[src/hw/rtl/gnrg_pkg.sv]
// Shared widths, codes and controller/datapath interface types for the
// grid neighbor rank generator. No dependencies.
package gnrg_pkg;

   localparam int MAX_PROCS_DEFAULT = 1024;

   localparam int RANK_W     = 10;
   localparam int CNT_W      = 11;
   localparam int SIDE_W     = 6;
   localparam int SQ_W       = 2 * SIDE_W;
   localparam int ID_W       = CNT_W + SIDE_W;
   localparam int STATUS_W   = 2;
   localparam int CSR_IDX_W  = 1;
   localparam int CSR_DATA_W = CNT_W;
   localparam int DIV_STEP_W = $clog2(CNT_W);

   localparam logic [CSR_IDX_W-1:0] REG_PROCESS_COUNT = CSR_IDX_W'(0);
   localparam logic [CSR_IDX_W-1:0] REG_WRAP_MODE     = CSR_IDX_W'(1);

   localparam logic [STATUS_W-1:0] RSP_NEIGHBOR = STATUS_W'(0);
   localparam logic [STATUS_W-1:0] RSP_NONE     = STATUS_W'(1);
   localparam logic [STATUS_W-1:0] RSP_RANGE    = STATUS_W'(2);

   localparam logic [1:0] OFS_MINUS = 2'd0;
   localparam logic [1:0] OFS_ZERO  = 2'd1;
   localparam logic [1:0] OFS_PLUS  = 2'd2;

   typedef struct packed {
      logic load;
      logic emit_error;
      logic sqrt_step;
      logic round;
      logic div_cnt;
      logic cand_dec;
      logic set_grid;
      logic div_rank;
      logic set_coord;
      logic scan_step;
      logic flush;
   } cmd_type;

   typedef struct packed {
      logic range_err;
      logic sqrt_last;
      logic div_done;
      logic div_rem_zero;
      logic scan_last;
   } stat_type;

endpackage

[src/hw/rtl/gnrg_div.sv]
// Restoring divider, one quotient bit per cycle, for the grid neighbor
// rank generator. Depends on gnrg_pkg.
module gnrg_div (
   input  logic                         clock,
   input  logic                         reset,
   input  logic                         start,
   input  logic [gnrg_pkg::CNT_W-1:0]   dividend,
   input  logic [gnrg_pkg::SIDE_W-1:0]  divisor,
   output logic                         done,
   output logic [gnrg_pkg::CNT_W-1:0]   quotient,
   output logic [gnrg_pkg::SIDE_W-1:0]  remainder
);

   logic                              busy_ff, busy_in;
   logic                              done_ff, done_in;
   logic [gnrg_pkg::DIV_STEP_W-1:0]   step_ff, step_in;
   logic [gnrg_pkg::CNT_W-1:0]        quo_ff, quo_in;
   logic [gnrg_pkg::SIDE_W-1:0]       rem_ff, rem_in;
   logic [gnrg_pkg::SIDE_W-1:0]       dsr_ff, dsr_in;
   logic [gnrg_pkg::SIDE_W:0]         shifted;
   logic [gnrg_pkg::SIDE_W:0]         diff;

   always_comb begin
      busy_in  = busy_ff;
      done_in  = 1'b0;
      step_in  = step_ff;
      quo_in   = quo_ff;
      rem_in   = rem_ff;
      dsr_in   = dsr_ff;
      shifted  = {rem_ff, quo_ff[gnrg_pkg::CNT_W-1]};
      diff     = shifted - {1'b0, dsr_ff};
      if (start) begin
         busy_in = 1'b1;
         step_in = '0;
         quo_in  = dividend;
         rem_in  = '0;
         dsr_in  = divisor;
      end else if (busy_ff) begin
         if (shifted >= {1'b0, dsr_ff}) begin
            rem_in = diff[gnrg_pkg::SIDE_W-1:0];
            quo_in = {quo_ff[gnrg_pkg::CNT_W-2:0], 1'b1};
         end else begin
            rem_in = shifted[gnrg_pkg::SIDE_W-1:0];
            quo_in = {quo_ff[gnrg_pkg::CNT_W-2:0], 1'b0};
         end
         step_in = step_ff + 1'b1;
         if (step_ff == gnrg_pkg::DIV_STEP_W'(gnrg_pkg::CNT_W - 1)) begin
            busy_in = 1'b0;
            done_in = 1'b1;
         end
      end
   end

   always_ff @(posedge clock) begin
      if (reset) begin
         busy_ff <= 1'b0;
         done_ff <= 1'b0;
         step_ff <= '0;
      end else begin
         busy_ff <= busy_in;
         done_ff <= done_in;
         step_ff <= step_in;
      end
   end

   always_ff @(posedge clock) begin
      quo_ff <= quo_in;
      rem_ff <= rem_in;
      dsr_ff <= dsr_in;
   end

   assign done      = done_ff;
   assign quotient  = quo_ff;
   assign remainder = rem_ff;

endmodule

[src/hw/rtl/gnrg_dp.sv]
// Datapath of the grid neighbor rank generator: configuration registers,
// square root, divisor search, neighbor scan and result register.
// Depends on gnrg_pkg and gnrg_div.
module gnrg_dp #(
   parameter int MAX_PROCS = gnrg_pkg::MAX_PROCS_DEFAULT
) (
   input  logic                             clock,
   input  logic                             reset,
   input  logic                             csr_write_enable,
   input  logic [gnrg_pkg::CSR_IDX_W-1:0]   csr_index,
   input  logic [gnrg_pkg::CSR_DATA_W-1:0]  csr_write_data,
   input  logic [gnrg_pkg::RANK_W-1:0]      req_rank,
   input  gnrg_pkg::cmd_type                cmd,
   output gnrg_pkg::stat_type               stat,
   output logic                             rsp_strobe,
   output logic [gnrg_pkg::RANK_W-1:0]      rsp_neighbor_rank,
   output logic [gnrg_pkg::STATUS_W-1:0]    rsp_status,
   output logic                             rsp_last
);

   logic [gnrg_pkg::CNT_W-1:0]     process_count_ff, process_count_in;
   logic                           wrap_mode_ff, wrap_mode_in;
   logic [gnrg_pkg::CNT_W-1:0]     cnt_eff;

   logic [gnrg_pkg::RANK_W-1:0]    rank_ff, rank_in;
   logic [gnrg_pkg::CNT_W-1:0]     cnt_ff, cnt_in;
   logic [gnrg_pkg::SIDE_W-1:0]    sqrt_ff, sqrt_in;
   logic [2:0]                     sbit_ff, sbit_in;
   logic [gnrg_pkg::SIDE_W-1:0]    cols_ff, cols_in;
   logic [gnrg_pkg::CNT_W-1:0]     rows_ff, rows_in;
   logic [gnrg_pkg::SIDE_W-1:0]    col_ff, col_in;
   logic [gnrg_pkg::CNT_W-1:0]     row_ff, row_in;
   logic [1:0]                     dc_ff, dc_in;
   logic [1:0]                     dr_ff, dr_in;
   logic                           pend_valid_ff, pend_valid_in;
   logic [gnrg_pkg::RANK_W-1:0]    pend_id_ff, pend_id_in;

   logic                           rsp_strobe_ff, rsp_strobe_in;
   logic [gnrg_pkg::RANK_W-1:0]    rsp_nb_ff, rsp_nb_in;
   logic [gnrg_pkg::STATUS_W-1:0]  rsp_status_ff, rsp_status_in;
   logic                           rsp_last_ff, rsp_last_in;

   logic [gnrg_pkg::SIDE_W-1:0]    trial;
   logic [gnrg_pkg::SQ_W-1:0]      trial_sq;
   logic [gnrg_pkg::SQ_W-1:0]      sqrt_sq;
   logic [gnrg_pkg::SQ_W-1:0]      excess;

   logic                           div_start;
   logic [gnrg_pkg::CNT_W-1:0]     div_dividend;
   logic                           div_done;
   logic [gnrg_pkg::CNT_W-1:0]     div_quo;
   logic [gnrg_pkg::SIDE_W-1:0]    div_rem;

   logic [gnrg_pkg::SIDE_W-1:0]    cols_m1;
   logic [gnrg_pkg::CNT_W-1:0]     rows_m1;
   logic                           col_lo, col_hi, row_lo, row_hi;
   logic [gnrg_pkg::SIDE_W-1:0]    nc;
   logic [gnrg_pkg::CNT_W-1:0]     nr;
   logic                           ok_c, ok_r;
   logic [gnrg_pkg::ID_W-1:0]      id_full;
   logic                           hit;

   // Configuration port.
   always_comb begin
      process_count_in = process_count_ff;
      wrap_mode_in     = wrap_mode_ff;
      if (csr_write_enable) begin
         case (csr_index)
            gnrg_pkg::REG_PROCESS_COUNT: process_count_in = csr_write_data;
            gnrg_pkg::REG_WRAP_MODE:     wrap_mode_in     = csr_write_data[0];
            default: ;
         endcase
      end
   end

   always_comb begin
      if (32'(process_count_ff) > 32'(MAX_PROCS)) begin
         cnt_eff = gnrg_pkg::CNT_W'(MAX_PROCS);
      end else begin
         cnt_eff = process_count_ff;
      end
   end

   // Shared divider: count by candidate columns, then rank by columns.
   assign div_start    = cmd.div_cnt | cmd.div_rank;
   assign div_dividend = cmd.div_rank ? gnrg_pkg::CNT_W'(rank_ff) : cnt_ff;

   gnrg_div u_div (
      .clock     (clock),
      .reset     (reset),
      .start     (div_start),
      .dividend  (div_dividend),
      .divisor   (cols_ff),
      .done      (div_done),
      .quotient  (div_quo),
      .remainder (div_rem)
   );

   // Square root and rounding.
   assign trial    = sqrt_ff | (gnrg_pkg::SIDE_W'(1) << sbit_ff);
   assign trial_sq = gnrg_pkg::SQ_W'(trial) * gnrg_pkg::SQ_W'(trial);
   assign sqrt_sq  = gnrg_pkg::SQ_W'(sqrt_ff) * gnrg_pkg::SQ_W'(sqrt_ff);
   assign excess   = gnrg_pkg::SQ_W'(cnt_ff) - sqrt_sq;

   // Neighbor coordinate selection.
   assign cols_m1 = cols_ff - 1'b1;
   assign rows_m1 = rows_ff - 1'b1;
   assign col_lo  = (col_ff == '0);
   assign col_hi  = (col_ff == cols_m1);
   assign row_lo  = (row_ff == '0);
   assign row_hi  = (row_ff == rows_m1);

   always_comb begin
      case (dc_ff)
         gnrg_pkg::OFS_MINUS: begin
            nc   = col_lo ? cols_m1 : col_ff - 1'b1;
            ok_c = wrap_mode_ff | ~col_lo;
         end
         gnrg_pkg::OFS_ZERO: begin
            nc   = col_ff;
            ok_c = 1'b1;
         end
         gnrg_pkg::OFS_PLUS: begin
            nc   = col_hi ? '0 : col_ff + 1'b1;
            ok_c = wrap_mode_ff | ~col_hi;
         end
         default: begin
            nc   = col_ff;
            ok_c = 1'b0;
         end
      endcase
      case (dr_ff)
         gnrg_pkg::OFS_MINUS: begin
            nr   = row_lo ? rows_m1 : row_ff - 1'b1;
            ok_r = wrap_mode_ff | ~row_lo;
         end
         gnrg_pkg::OFS_ZERO: begin
            nr   = row_ff;
            ok_r = 1'b1;
         end
         gnrg_pkg::OFS_PLUS: begin
            nr   = row_hi ? '0 : row_ff + 1'b1;
            ok_r = wrap_mode_ff | ~row_hi;
         end
         default: begin
            nr   = row_ff;
            ok_r = 1'b0;
         end
      endcase
   end

   assign id_full = gnrg_pkg::ID_W'(nr) * gnrg_pkg::ID_W'(cols_ff) + gnrg_pkg::ID_W'(nc);
   assign hit     = ok_c & ok_r & (id_full != gnrg_pkg::ID_W'(rank_ff));

   always_comb begin
      rank_in       = rank_ff;
      cnt_in        = cnt_ff;
      sqrt_in       = sqrt_ff;
      sbit_in       = sbit_ff;
      cols_in       = cols_ff;
      rows_in       = rows_ff;
      col_in        = col_ff;
      row_in        = row_ff;
      dc_in         = dc_ff;
      dr_in         = dr_ff;
      pend_valid_in = pend_valid_ff;
      pend_id_in    = pend_id_ff;
      rsp_strobe_in = 1'b0;
      rsp_nb_in     = pend_id_ff;
      rsp_status_in = gnrg_pkg::RSP_NEIGHBOR;
      rsp_last_in   = 1'b0;

      if (cmd.load) begin
         rank_in       = req_rank;
         cnt_in        = cnt_eff;
         sqrt_in       = '0;
         sbit_in       = 3'(gnrg_pkg::SIDE_W - 1);
         pend_valid_in = 1'b0;
      end
      if (cmd.sqrt_step) begin
         if (trial_sq <= gnrg_pkg::SQ_W'(cnt_ff)) begin
            sqrt_in = trial;
         end
         sbit_in = sbit_ff - 1'b1;
      end
      if (cmd.round) begin
         cols_in = (excess > gnrg_pkg::SQ_W'(sqrt_ff)) ? sqrt_ff + 1'b1 : sqrt_ff;
      end
      if (cmd.cand_dec) begin
         cols_in = cols_ff - 1'b1;
      end
      if (cmd.set_grid) begin
         rows_in = div_quo;
      end
      if (cmd.set_coord) begin
         col_in = div_rem;
         row_in = div_quo;
         dc_in  = gnrg_pkg::OFS_MINUS;
         dr_in  = gnrg_pkg::OFS_MINUS;
      end
      if (cmd.scan_step) begin
         if (dr_ff == gnrg_pkg::OFS_PLUS) begin
            dr_in = gnrg_pkg::OFS_MINUS;
            dc_in = dc_ff + 1'b1;
         end else begin
            dr_in = dr_ff + 1'b1;
         end
         if (hit) begin
            rsp_strobe_in = pend_valid_ff;
            pend_id_in    = id_full[gnrg_pkg::RANK_W-1:0];
            pend_valid_in = 1'b1;
         end
      end
      if (cmd.flush) begin
         rsp_strobe_in = 1'b1;
         rsp_last_in   = 1'b1;
         if (!pend_valid_ff) begin
            rsp_nb_in     = '0;
            rsp_status_in = gnrg_pkg::RSP_NONE;
         end
      end
      if (cmd.emit_error) begin
         rsp_strobe_in = 1'b1;
         rsp_nb_in     = '0;
         rsp_status_in = gnrg_pkg::RSP_RANGE;
         rsp_last_in   = 1'b1;
      end
   end

   always_ff @(posedge clock) begin
      if (reset) begin
         process_count_ff <= gnrg_pkg::CNT_W'(1);
         wrap_mode_ff     <= 1'b1;
         pend_valid_ff    <= 1'b0;
         rsp_strobe_ff    <= 1'b0;
         sbit_ff          <= '0;
         dc_ff            <= '0;
         dr_ff            <= '0;
      end else begin
         process_count_ff <= process_count_in;
         wrap_mode_ff     <= wrap_mode_in;
         pend_valid_ff    <= pend_valid_in;
         rsp_strobe_ff    <= rsp_strobe_in;
         sbit_ff          <= sbit_in;
         dc_ff            <= dc_in;
         dr_ff            <= dr_in;
      end
   end

   always_ff @(posedge clock) begin
      rank_ff       <= rank_in;
      cnt_ff        <= cnt_in;
      sqrt_ff       <= sqrt_in;
      cols_ff       <= cols_in;
      rows_ff       <= rows_in;
      col_ff        <= col_in;
      row_ff        <= row_in;
      pend_id_ff    <= pend_id_in;
      rsp_nb_ff     <= rsp_nb_in;
      rsp_status_ff <= rsp_status_in;
      rsp_last_ff   <= rsp_last_in;
   end

   assign stat.range_err    = (gnrg_pkg::CNT_W'(rank_ff) >= cnt_ff);
   assign stat.sqrt_last    = (sbit_ff == '0);
   assign stat.div_done     = div_done;
   assign stat.div_rem_zero = (div_rem == '0);
   assign stat.scan_last    = (dc_ff == gnrg_pkg::OFS_PLUS) && (dr_ff == gnrg_pkg::OFS_PLUS);

   assign rsp_strobe        = rsp_strobe_ff;
   assign rsp_neighbor_rank = rsp_nb_ff;
   assign rsp_status        = rsp_status_ff;
   assign rsp_last          = rsp_last_ff;

endmodule

[src/hw/rtl/gnrg_ctrl.sv]
// Controller state machine of the grid neighbor rank generator; sequences
// the datapath through commands and reads back its status. Depends on gnrg_pkg.
module gnrg_ctrl (
   input  logic                clock,
   input  logic                reset,
   input  logic                start,
   output logic                busy,
   input  gnrg_pkg::stat_type  stat,
   output gnrg_pkg::cmd_type   cmd
);

   typedef enum logic [3:0] {
      S_IDLE,
      S_CHECK,
      S_SQRT,
      S_ROUND,
      S_DIV_START,
      S_DIV_WAIT,
      S_RANK_START,
      S_RANK_WAIT,
      S_SCAN,
      S_FLUSH
   } state_type;

   state_type state_ff, state_in;

   always_comb begin
      state_in = state_ff;
      cmd      = '0;
      case (state_ff)
         S_IDLE: begin
            if (start) begin
               cmd.load = 1'b1;
               state_in = S_CHECK;
            end
         end
         S_CHECK: begin
            if (stat.range_err) begin
               cmd.emit_error = 1'b1;
               state_in       = S_IDLE;
            end else begin
               state_in = S_SQRT;
            end
         end
         S_SQRT: begin
            cmd.sqrt_step = 1'b1;
            if (stat.sqrt_last) begin
               state_in = S_ROUND;
            end
         end
         S_ROUND: begin
            cmd.round = 1'b1;
            state_in  = S_DIV_START;
         end
         S_DIV_START: begin
            cmd.div_cnt = 1'b1;
            state_in    = S_DIV_WAIT;
         end
         S_DIV_WAIT: begin
            if (stat.div_done) begin
               if (stat.div_rem_zero) begin
                  cmd.set_grid = 1'b1;
                  state_in     = S_RANK_START;
               end else begin
                  cmd.cand_dec = 1'b1;
                  state_in     = S_DIV_START;
               end
            end
         end
         S_RANK_START: begin
            cmd.div_rank = 1'b1;
            state_in     = S_RANK_WAIT;
         end
         S_RANK_WAIT: begin
            if (stat.div_done) begin
               cmd.set_coord = 1'b1;
               state_in      = S_SCAN;
            end
         end
         S_SCAN: begin
            cmd.scan_step = 1'b1;
            if (stat.scan_last) begin
               state_in = S_FLUSH;
            end
         end
         S_FLUSH: begin
            cmd.flush = 1'b1;
            state_in  = S_IDLE;
         end
         default: begin
            state_in = S_IDLE;
         end
      endcase
   end

   always_ff @(posedge clock) begin
      if (reset) begin
         state_ff <= S_IDLE;
      end else begin
         state_ff <= state_in;
      end
   end

   assign busy = (state_ff != S_IDLE);

endmodule

[src/hw/rtl/grid_neighbor_rank_generator.sv]
// Top level of the grid neighbor rank generator: controller plus datapath.
// Depends on gnrg_pkg, gnrg_ctrl and gnrg_dp.
//
// Usage: write process_count (index 0) and wrap_mode (index 1) through the
// csr port while busy is low. A request beat is taken when start is high and
// busy is low; req_rank is sampled at that edge. The block lays the count out
// on a grid, then emits one rsp beat with rsp_strobe high for each neighbor
// found (a none status beat if there is none), the final beat marked by
// rsp_last. An out-of-range rank gives a single status beat. Otherwise the
// divisor search tries k candidate column counts (1 for a perfect square, up
// to 32 for a prime count near 1024); each try is one pass of the bit-serial
// divider. The last beat is on the ports in the first cycle in which busy is
// low, and a new request can be taken in that same cycle.
// Results cannot be held off by the receiver. Reset clears the controller,
// drops any request in progress and sets process_count to 1 and wrap_mode to 1.
module grid_neighbor_rank_generator #(
   parameter int MAX_PROCS = gnrg_pkg::MAX_PROCS_DEFAULT
) (
   input  logic                             clock,
   input  logic                             reset,
   input  logic                             start,
   output logic                             busy,
   input  logic [gnrg_pkg::RANK_W-1:0]      req_rank,
   output logic                             rsp_strobe,
   output logic [gnrg_pkg::RANK_W-1:0]      rsp_neighbor_rank,
   output logic [gnrg_pkg::STATUS_W-1:0]    rsp_status,
   output logic                             rsp_last,
   input  logic                             csr_write_enable,
   input  logic [gnrg_pkg::CSR_IDX_W-1:0]   csr_index,
   input  logic [gnrg_pkg::CSR_DATA_W-1:0]  csr_write_data
);

   gnrg_pkg::cmd_type  cmd;
   gnrg_pkg::stat_type stat;

   gnrg_ctrl u_ctrl (
      .clock (clock),
      .reset (reset),
      .start (start),
      .busy  (busy),
      .stat  (stat),
      .cmd   (cmd)
   );

   gnrg_dp #(
      .MAX_PROCS (MAX_PROCS)
   ) u_dp (
      .clock             (clock),
      .reset             (reset),
      .csr_write_enable  (csr_write_enable),
      .csr_index         (csr_index),
      .csr_write_data    (csr_write_data),
      .req_rank          (req_rank),
      .cmd               (cmd),
      .stat              (stat),
      .rsp_strobe        (rsp_strobe),
      .rsp_neighbor_rank (rsp_neighbor_rank),
      .rsp_status        (rsp_status),
      .rsp_last          (rsp_last)
   );

endmodule

[config.mk]
export PLATFORM = sky130hd
export DESIGN_NAME = grid_neighbor_rank_generator
export DESIGN_NICKNAME = d
export VERILOG_FILES = /design/src/hw/rtl/gnrg_pkg.sv /design/src/hw/rtl/gnrg_div.sv /design/src/hw/rtl/gnrg_dp.sv /design/src/hw/rtl/gnrg_ctrl.sv /design/src/hw/rtl/grid_neighbor_rank_generator.sv
export SDC_FILE = /design/constraint.sdc
export NUM_CORES = 1
export LEC_CHECK = 0
export ABC_AREA = 1
export ABC_CLOCK_PERIOD_IN_PS = 15260
export CAP_MARGIN = 10
export CORE_ASPECT_RATIO = 0.6
export CORE_MARGIN = 4
export CORE_UTILIZATION = 60
export CTS_BUF_LIST = sky130_fd_sc_hd__clkbuf_16
export DETAILED_ROUTE_END_ITERATION = 8
export DONT_BUFFER_PORTS = 1
export PLACE_DENSITY = 0.76
export SYNTH_ARGS = -nofsm -noshare
export SYNTH_HDL_FRONTEND = slang
export SYNTH_SLANG_ARGS = --single-unit
export TNS_END_PERCENT = 1
[constraint.sdc]
create_clock -name clock -period 15.26 [get_ports clock]
set_clock_uncertainty 0.1 [all_clocks]
set_input_delay 0 -clock clock [delete_from_list [all_inputs] [get_ports clock]]
set_output_delay 0 -clock clock [all_outputs]
set_load 0.02 [all_outputs]
==> impl_metrics.yaml <==
status:
  status: "finished clean"
grt:
  grt_max_degree: 23
  grt_antenna_before_repair: 0
  gr-total-overflow: 0
  grt_usage_pct: 30.2
  grt_pass1_vias: 10400
  grt_pass1_wl_um: 56200
min_path:
  worstHoldEndpoint: "u_dp.rank_ff[2]"
  hold_depth: 1
  min_path_type: "primary input to register"
  min-delay-start: "req_rank[2]"
clocking:
  cts_root_buffer: "clkbuf_16"
  insertion_delay_ns: 0.43
  post-cts-setup-buffers: 0
  cts_tree: "done"
  htree_levels: 4
  cts-resized-gates: 0
  clkTransAtPathRegs_ns: 0.06
  clockBufferDepth: 2
  cts_buffers: 17
  clock_sinks: 138
timing:
  setup_viol: 0
  tightest_slew_ns: 1.16
  whs_ns: 0.0986
  max_slew_margin_pct: 22.4
  fmax_mhz: 135
  timing_hold_violations_final: 0
  tns_ns: 0
  finalMaxSlewViolations: 0
  period_needed_ns: 7.38
  rsz0062_at_grt: "false"
  fin_crit_sh_pct: 48.4
setup_path:
  cp-start-kind: "register"
  cp.required_ns: 15.23
  crit_arrival_ns: 7.35
  max_stage_delay_ns: 0.59
  rr_worst_depth: 33
  endpoint_kind: "register"
  r2r-start: "u_dp.rows_ff[0]"
  cp_max_fo: 22
  reg2reg_slack_ns: 7.88
  reg2reg_to: "u_dp.pend_id_ff[7]"
  critPathSlowestCell: "fa_1"
  setup.worst_path.class: "register to register"
  cp_common_cell: "nand2_1"
pwr:
  ir_drop_mv: 0.0964
  leakage_nw: 6.73
  power_density_nw_per_um2: 121
logic_synthesis:
  synthMuxAreaShare_pct: 0
  syn_avg_cell_area_um2: 7.73
  synth_area_leader_cell: "edfxtp_1"
  synth.cell_area_um2: 12700
  netlist_instances: 1641
  synthArstFlopShare_pct: 0
  synth_edf_count: 82
  ys_seq_area_share_pct: 28.3
  synth_top_family_by_area: "simple AND/OR/NAND/NOR gates"
  synth_adder_area_share_pct: 22.0
  syn_nets: 1852
  synth-xor-area-share_pct: 4.72
  synth_top_area_share_pct: 19.4
  synth_area_leaders: "edfxtp_1 (19%), ha_1 (12%), nand2_1 (10%), fa_1 (10%), dfxtp_1 (8.8%)"
  yosys.area_share.simple_pct: 24.9
  synth_flop_cell: "edfxtp_1"
  ys_warn_count: 0
  synth_compound_area_share_pct: 10.1
  synth_seq_cells: 138
  synth_cell_types: 65
die:
  coreArea_um2: 20400
  row_count: 40
  ioPinCount: 41
  die_x_um: 196
  die_area_um2: 23600
  die_h_um: 121
  start_util_pct: 62.3
route:
  initialDrtViolationCount: 1388
  vias: 11200
  wire_per_inst_um: 18.0
  vias_per_cell: 5.79
  drt-pass1-iter-count: 6
  ant_nets: 0
  drt-total-wl_um: 34900
  drc: 0
cells_and_area:
  area_growth_pct: 8.02
  layout-drive-gt1-share_pct: 5.28
  multi_input_area_um2: 7840
  fill_cells: 1738
  design_area_um2: 13700
  regArea_um2: 3580
  nNetsFinal: 1866
  n_antenna_cell: 0
placement:
  placed_area_um2: 12900
  io_buffers: 0
  dp_hpwl_um: 27900
  gp_congestion: 1.00
run:
  maxCapViolCount: 0
==> stage by stage <==
step | power, W | utilization, % | setup slack, ns | cells
floorplan | 0.00105 | - | 9.09 | 1641
global placement | 0.00122 | 63.3 | 8.27 | 1883
detailed placement | 0.00124 | 63.3 | 8.04 | 1883
CTS | 0.00164 | 67.3 | 8.00 | 1941
global route | 0.00178 | 67.3 | 7.35 | 1941
finish | 0.00166 | 67.3 | 7.88 | 1941
==> placed cells by master (no fill, tap or decap), types with 4 or more instances in the layout <==
cell type,count
nand2_1,348
inv_1,275
nor2_1,160
ha_1,121
nand3_1,98
edfxtp_1,82
a21oi_1,79
fa_1,64
o21ai_0,61
dfxtp_1,56
xor2_1,49
nand4_1,44
dlygate4sd3_1,26
nor3_1,17
clkbuf_16,17
o211ai_1,16
xnor2_1,11
nand2_2,9
inv_2,9
nand3b_1,9
a31oi_1,8
nand3_2,7
o22ai_1,7
clkinv_1,6
inv_6,6
o21ai_1,5
clkinv_4,5
a211oi_1,5
nor2_2,4
o21ai_2,4
a21o_1,4
==> synthesized netlist by cell type, types with 2 or more instances <==
master    count
nand2_1     348
inv_1       275
nor2_1      161
ha_1        121
nand3_1      98
edfxtp_1     82
a21oi_1      79
fa_1         64
o21ai_0      61
dfxtp_1      56
xor2_1       49
nand4_1      44
clkbuf_1     22
nor3_1       17
o211ai_1     16
xnor2_1      11
inv_2         9
nand2_2       9
nand3b_1      9
a31oi_1       8
nand3_2       7
o22ai_1       7
buf_2         6
clkinv_1      6
a211oi_1      5
o21ai_1       5
a21o_1        4
o21ai_2       4
a221oi_1      3
a22oi_1       3
buf_6         3
nor2_2        3
nor2_4        3
o221ai_1      3
o31ai_1       3
or2_2         3
buf_4         2
nor4_1        2
nor4_2        2
o21bai_1      2
o311ai_1      2
==> worst max path at each step <==
| stage | from | to | slack, ns | depth (start not counted) |
|---|---|---|---|---|
| 6_report | u_dp.rows_ff[0] | u_dp.pend_id_ff[7] | 7.88 | 33 |
| 5_1_grt | u_dp.rows_ff[0] | u_dp.rsp_strobe | 7.35 | 35 |
| 4_1_cts | u_dp.rows_ff[0] | u_dp.pend_id_ff[5] | 8.00 | 33 |
| 3_5_place_dp | u_dp.rows_ff[0] | u_dp.pend_id_ff[7] | 8.04 | 33 |
| 3_3_place_gp | u_dp.rows_ff[0] | u_dp.pend_id_ff[2] | 8.27 | 33 |
| 2_1_floorplan | u_dp.rows_ff[0] | u_dp.pend_id_ff[0] | 9.09 | 31 |
==> repair_timing <==
item / in CTS / in global routing
endpoints found under the setup margin: 0 / 0
hold buffers: 26 / 0
endpoints found under the hold margin: 36 / 0
==> logic make-up after synthesis <==
logic type                 count (synthesis)
and+or+nand+nor                          714
adders and majority gates                185
AOI/OAI and AO/OA                        215
xor gates and xnor gates                  63
buffers and inverters                    326
DFF                                      138
==> critical path, delay by kind of cell (launching register included) <==
kind	cells	cell delay, ns
AOI/OAI and AO/OA	3	0.83
and+or+nand+nor	20	2.68
adders and majority gates	6	2.64
buffers and inverters	4	0.37
DFF	1	0.41
==> routing by layer <==
layer  global-route usage [%]  wire (µm)  part of all wire [%]  up-vias
met5                        0          0                     0        -
met4                     4.93        350                   1.0        0
met3                     10.9       4730                    14       34
met2                     40.2      13300                    38      573
met1                     47.0      16500                    47     5216
li1                         -          -                     -     5406
==> report_power, final <==
part | switching [W] | internal [W]
logic | 0.000477 | 0.000267
registers | 0.0000673 | 0.000451
clock network | 0.000182 | 0.000214
==> area by class of cell <==
type,instances,area share [%]
Multi-Input combinational cell,1177,57.2
Sequential cell,138,26.2
Inverter,292,8.05
Clock buffer,17,3.10
Tap cell,273,2.49
Timing Repair Buffer,29,2.06
Clock inverter,15,0.950
==> registers in the layout (all words and copies together), names as in the netlist, 10 cells and up <==
name and count:
u_dp.cnt_ff 11, u_dp.pend_id_ff 10, u_dp.process_count_ff 11, u_dp.rank_ff 10, u_dp.row_ff 11, u_dp.rows_ff 11, u_dp.rsp_neighbor_rank 10, u_dp.u_div.quotient 11
Note: power is estimated with default switching activity, not from simulation.
